<file path="src/design/afrk_pkg.sv">
package afrk_pkg;

  localparam int M_W    = 4;
  localparam int DT_W   = 17;
  localparam int DT_FRAC = 16;

  localparam logic [M_W-1:0]  MAG_RST = 4'd1;
  localparam logic [DT_W-1:0] DT_RST  = 17'd6554;

  typedef enum logic {
    REG_MAG = 1'b0,
    REG_DT  = 1'b1
  } reg_idx_t;

endpackage

</file>
<file path="src/design/afrk_adv.sv">
module afrk_adv #(
  parameter int W    = 32,
  parameter int KW   = 32,
  parameter int SH   = 17,
  parameter int DIV6 = 0,
  parameter int SBW  = 8
) (
  input  logic                        clk,
  input  logic                        rst,
  input  logic                        en,
  input  logic                        in_valid,
  input  logic signed [W-1:0]         bx,
  input  logic signed [W-1:0]         by,
  input  logic signed [KW-1:0]        kx,
  input  logic signed [KW-1:0]        ky,
  input  logic [afrk_pkg::DT_W-1:0]   dt,
  input  logic [SBW-1:0]              sb_in,
  output logic                        out_valid,
  output logic signed [W-1:0]         ox,
  output logic signed [W-1:0]         oy,
  output logic [SBW-1:0]              sb_out
);
  import afrk_pkg::*;

  localparam int PRW = KW + DT_W;
  localparam int SHT = SH + DIV6;
  localparam int PW  = PRW - SHT;
  localparam int ND  = (DIV6 != 0) ? (PW + 7) / 8 : 0;
  localparam int SW  = PW + 2;
  localparam logic signed [SW-1:0] SMAX = SW'((64'sd1 <<< (W - 1)) - 64'sd1);
  localparam logic signed [SW-1:0] SMIN = SW'(-(64'sd1 <<< (W - 1)));

  typedef struct packed {
    logic           v;
    logic [SBW-1:0] sb;
    logic [W-1:0]   bx;
    logic [W-1:0]   by;
    logic           negx;
    logic           negy;
    logic [PW-1:0]  qx;
    logic [PW-1:0]  qy;
    logic [1:0]     rx;
    logic [1:0]     ry;
  } adv_t;

  adv_t cst [0:ND];
  adv_t c0;
  logic [KW-1:0]  mkx, mky;
  logic [PRW-1:0] prx, pry;

  // stage 1: |k| * dt, fixed shift
  always_comb begin
    mkx     = kx[KW-1] ? KW'(-kx) : KW'(kx);
    mky     = ky[KW-1] ? KW'(-ky) : KW'(ky);
    prx     = PRW'(mkx) * PRW'(dt);
    pry     = PRW'(mky) * PRW'(dt);
    c0.v    = in_valid;
    c0.sb   = sb_in;
    c0.bx   = bx;
    c0.by   = by;
    c0.negx = kx[KW-1];
    c0.negy = ky[KW-1];
    c0.qx   = prx[PRW-1:SHT];
    c0.qy   = pry[PRW-1:SHT];
    c0.rx   = '0;
    c0.ry   = '0;
  end

  always_ff @(posedge clk) begin
    if (rst) begin
      cst[0].v <= 1'b0;
    end else if (en) begin
      cst[0] <= c0;
    end
  end

  // divide by three, eight quotient bits per stage, MSB first, in place
  for (genvar s = 0; s < ND; s++) begin : g_div3
    adv_t cn;
    always_comb begin
      logic [2:0] tx, ty;
      cn = cst[s];
      for (int i = PW - 1; i >= 0; i--) begin
        if (i <= PW - 1 - 8 * s && i > PW - 1 - 8 * (s + 1)) begin
          tx = {cn.rx, cn.qx[i]};
          ty = {cn.ry, cn.qy[i]};
          if (tx >= 3'd3) begin
            tx        = tx - 3'd3;
            cn.qx[i]  = 1'b1;
          end else begin
            cn.qx[i]  = 1'b0;
          end
          if (ty >= 3'd3) begin
            ty        = ty - 3'd3;
            cn.qy[i]  = 1'b1;
          end else begin
            cn.qy[i]  = 1'b0;
          end
          cn.rx = tx[1:0];
          cn.ry = ty[1:0];
        end
      end
    end

    always_ff @(posedge clk) begin
      if (rst) begin
        cst[s+1].v <= 1'b0;
      end else if (en) begin
        cst[s+1] <= cn;
      end
    end
  end

  function automatic logic [W-1:0] addsat(input logic [W-1:0] b, input logic [PW-1:0] q,
                                          input logic neg);
    logic signed [SW-1:0] d, sum, r;
    d   = neg ? -$signed({2'b00, q}) : $signed({2'b00, q});
    sum = SW'($signed(b)) + d;
    if (sum < SMIN) begin
      r = SMIN;
    end else if (sum > SMAX) begin
      r = SMAX;
    end else begin
      r = sum;
    end
    return r[W-1:0];
  endfunction

  always_ff @(posedge clk) begin
    if (rst) begin
      out_valid <= 1'b0;
    end else if (en) begin
      out_valid <= cst[ND].v;
      sb_out    <= cst[ND].sb;
      ox        <= addsat(cst[ND].bx, cst[ND].qx, cst[ND].negx);
      oy        <= addsat(cst[ND].by, cst[ND].qy, cst[ND].negy);
    end
  end

endmodule

</file>
<file path="config.mk">
export PLATFORM = sky130hd
export DESIGN_NAME = afrk_adv
export DESIGN_NICKNAME = d
export VERILOG_FILES = /design/src/design/afrk_pkg.sv /design/src/design/afrk_adv.sv
export SDC_FILE = /design/constraint.sdc
export NUM_CORES = 2
export LEC_CHECK = 0
export BUFFER_PORTS_ARGS = -buffer_cell sky130_fd_sc_hd__buf_2
export CAP_MARGIN = 25
export CORE_MARGIN = 1
export CORE_UTILIZATION = 65
export CTS_CLUSTER_SIZE = 16
export DETAILED_ROUTE_END_ITERATION = 8
export GPL_TIMING_DRIVEN = 0
export PLACE_DENSITY = 0.92
export SYNTH_ARGS = -nofsm -noshare
export SYNTH_HDL_FRONTEND = slang
export SYNTH_SLANG_ARGS = --single-unit
export TNS_END_PERCENT = 50
</file>
<file path="constraint.sdc">
create_clock -name clk -period 15.7 [get_ports clk]
set_input_delay 2.355 -clock clk [delete_from_list [all_inputs] [get_ports clk]]
set_output_delay 2.355 -clock clk [all_outputs]
set_load 0.02 [all_outputs]
</file>
=== Word-level counts from Yosys, hierarchy flattened ===
Memory sizes are Yosys's and may differ from the RTL's.
Cells that the tools add are included.

* Flip-flop bits (word level): 73
* Latch bits: 0
* RAM bits: 139
* ROM bits: 0
* Input bits: 157
* Logic and storage cells: 33
* Memories: 1

{| class="wikitable"
|+ Memories
! name !! depth !! width !! read ports !! clocked after Yosys merged registers in !! wr ports !! line !! text
|-
| cst || 1 || 139 || 1 || 0 || 1 || afrk_adv.sv:46 || <nowiki>adv_t cst [0:ND];</nowiki>
|}

* Add/sub/neg operators: 6
* $mul: 2
* Div/mod/pow operators: 0
* Magnitude comparators: 4
* Eq/ne operators: 0
* Shifts and indexed selects: 0
* Multiplexer cells: 13
* Bitwise gates (word level): 1
* Reductions and logical operators: 2

{| class="wikitable"
|+ Operators with widths
! kind !! number
|-
| two-way mux 139 bit || 1
|-
| OR reduction 139 bit || 1
|-
| two-way mux 32 bit || 4
|-
| multiplier 32 x 17 -> 49 bit || 2
|-
| adder 32 x 34 -> 34 bit || 2
|-
| > comparator 34 x 32 -> 1 bit (second input constant) || 2
|-
| less-than comparator 34 x 32 -> 1 bit (second input constant) || 2
|-
| two-way mux 34 bit || 2
|-
| negator 32 -> 34 bit || 2
|-
| negator 32 bit || 2
|-
| two-way mux 1 bit || 5
|-
| two-way mux 2 bit || 1
|-
| AND reduction 2 bit || 1
|-
| NOT 1 bit || 1
|}

=== Longest topological paths before layout ===
An unclocked memory read counts as a cell.

* Depth after elaboration: 6
* Mapped depth: 33
* Gate-level depth less buffers: 30

=== Worst setup path before layout ===
Ideal clock, no wire load.

* Kind: input -> register
* From: input kx[10]
* To: memory cst[0][63] (netlist name) (data pin)
* Setup time: 269 ps
* Arrival time: 10927 ps
* Data required time: 15431 ps
* Path slack: 4504 ps
* Stages on the path: 27
* Cells stage by stage: or4_4 > or4_4 > or3_4 > or4_4 > or4_4 > or3_4 > nand2_1 > xnor2_1 > clkbuf_1 > nand2_1 > fa_1 > fa_1 > fa_1 > inv_1 > fa_1 > fa_1 > inv_1 > fa_1 > inv_1 > ha_1 > and3_1 > nand2_1 > or4b_2 > a2111oi_0 > o21ai_0 > a21oi_1 > nor3b_1

* Longest elaborated chain between the ends: 4

{| class="wikitable"
|+ RTL lines
! item !! line !! text
|-
| start, declared || afrk_adv.sv:14 || <nowiki>input logic signed [KW-1:0] kx,</nowiki>
|-
| negator 32 bit || afrk_adv.sv:53 || <nowiki>mkx = kx[KW-1] ? KW'(-kx) : KW'(kx);</nowiki>
|-
| two-way mux 32 bit * || afrk_adv.sv:53 ||
|-
| multiplier 32 x 17 -> 49 bit * || afrk_adv.sv:55 || <nowiki>prx = PRW'(mkx) * PRW'(dt);</nowiki>
|-
| two-way mux 139 bit (no line) * || - ||
|-
| end, declared || afrk_adv.sv:46 ||
|}

Mark *: on every way between the ends. The rest lies on a longest branch, timed or not. The select of a mux whose other input is x is not followed.

=== Final worst setup path ===
* From: input kx[0]
* To: memory cst[0][63] (netlist name) (data pin)

Same word-level chain as after synthesis.

==> flow_summary.json <==
{
  "outcome": "completed",
  "overflow": 0,
  "fin_crit_ns": 12.76,
  "setup_viol": 0,
  "cp-start-kind": "input pin",
  "max_freq_ghz": 0.0784,
  "core_area_um2": 71700,
  "final.setup.worst_slack_ns": 2.94,
  "htreeDepth": 1,
  "drv_cap": 0,
  "numPortBuffers": 211,
  "hold_viol_final": 0,
  "synth-edff-count": 211,
  "gr-usage-met3_pct": 12.6,
  "rows": 98,
  "cts_root_buf": "clkbuf_16",
  "multiInputGateArea_um2": 36100,
  "path_buf_inv": 7,
  "layout_commonest_cell": "inv_1",
  "required_ns": 15.92,
  "fillers": 5279,
  "hp-class": "register to register",
  "drt_iter0_markers": 4026,
  "tns_ns": 0,
  "crit_family": "adder cells",
  "use_met2_pct": 59.7,
  "synth-seq-area-share_pct": 13.4,
  "relSlewSlack_pct": 17.8,
  "top_usage_layer": "met2",
  "period_share_pct": 81.3,
  "design.die.area_um2": 73900,
  "grt_pass1_wl_um": 219000,
  "worst_pin_slew_ns": 1.23,
  "critPathMostFrequentCell": "fa_1",
  "start_util_pct": 66.0,
  "drt-total-wl_um": 140000,
  "pre_cts_ws_ns": 2.86,
  "syn_to_final_growth_pct": 6.76,
  "ios": 230,
  "first_global_vias": 40500,
  "avgSynthCellArea_um2": 9.04,
  "die_w_um": 272,
  "fp.dieH_um": 272,
  "avgViaCountPerCell": 6.00,
  "gp_congestion": 1.02,
  "grt.met1_usage_pct": 47.2,
  "yosysWarnings": 0,
  "syn-num-nets": 6603,
  "clk_pin_slew_worst_paths_ns": 0.07,
  "avgRoutedWirePerCell_um": 21.6,
  "grt_usage_pct": 38.6,
  "cpMaxStageDelayCell": "xor2_1",
  "syn_area_um2": 47400,
  "clock_sink_count": 212,
  "vias": 38800,
  "cts_resized": 0,
  "grt_max_degree": 58,
  "drtAntennaViolNets": 0,
  "post_cts.repair.setup_buffers": 0,
  "async_flop_share_pct": 0,
  "cts_tree": "built",
  "numCtsBuffers": 18,
  "ys_ff_latch": 212,
  "cts_hold_buf": 0,
  "critPathArrivalTime_ns": 12.98,
  "synthCells": 5238,
  "clk_latency_ns": 0.50,
  "crit_fanout": 10,
  "skew_ns": 0.0189,
  "mostFrequentLayoutCells": "1051 x inv_1, 896 x fa_1, 798 x nand2_1",
  "fin_util_pct": 70.5,
  "clockBufferDepth": 3,
  "worst_setup_path_end_kind": "register",
  "slew_violations": 0,
  "place_hpwl_um": 115000,
  "grt_setup_unrepaired": "no",
  "drt_first_pass_iters": 6,
  "synth_top_flop_cell": "edfxtp_1",
  "critical_path_class": "input pin to register",
  "drive_gt1_share_pct": 5.45,
  "regArea_um2": 6360,
  "max_stage_delay_ns": 0.89,
  "nNetsFinal": 6863,
  "route.detailed.drc": 0,
  "synth.distinct_cells": 74,
  "antenna_found_initial": 9
}
-- metal layers --
metal / up-vias / wire, um
li1: 16700 / -
met1: 18700 / 48900
met2: 2664 / 62000
met3: 652 / 19000
met4: 16 / 9880
met5: - / 104
-- Yosys cell counts, drive strengths merged (28+ instances only) --
library cell | n | area, um^2
o21a | 49 | 368
a21o | 74 | 556
nand2b | 28 | 175
fa | 896 | 17900
clkbuf | 247 | 927
nand3 | 43 | 215
inv | 1051 | 3950
nor2 | 112 | 420
ha | 312 | 3900
o21ai | 121 | 606
a21oi | 169 | 846
and2 | 491 | 3070
xnor2 | 170 | 1500
o31ai | 39 | 307
edfxtp | 211 | 6340
nor3 | 39 | 195
nand2 | 798 | 3000
xor2 | 52 | 455
-- kinds of logic after synthesis --
logic type / share of synthesized area, %
simple gates: 17.6
mux: 0.172
fa+ha+maj: 46.1
compound gates: 8.17
buf+inv: 10.4
xor+xnor: 4.12
flops: 13.4
-- layout make-up --
type                            count  share of cell area, %
Inverter                         1052                   7.81
Clock inverter                      9                  0.181
Antenna cell                        9                 0.0445
Tap cell                          950                   2.35
Clock buffer                       21                  0.955
Multi-Input combinational cell   3723                   71.4
Buffer                            251                   1.90
Sequential cell                   212                   12.6
Timing Repair Buffer              240                   2.78
-- registers in the layout, indices dropped and copies added (netlist names) --
| signal | count |
|---|---|
| cst | 139 |
| oy | 32 |
| ox | 32 |
| out_valid | 1 |
| sb_out | 8 |
-- stage by stage --
stage               cells  area [um^2]  hold WS, ns
finish               6467        50600        0.430
global route         6458        50500        0.439
floorplan            5238        47400        0.400
global placement     6399        49600        0.402
CTS                  6447        50400        0.430
detailed placement   6417        49900        0.414
-- path summary, 6_finish.rpt --
kind,startpoint,to,slack [ns],cells past startpoint
worst max-delay path,kx[0],cst[0][63],2.94,30
worst min-delay path,cst[0][135],sb_out[5],0.43,0
worst max register to register,cst[0][34],ox[6],9.21,18
worst min register to register,cst[0][135],sb_out[5],0.43,0
Power is not shown: default switching activity piles up to over one toggle a cycle in this logic, so the estimate is an artifact.
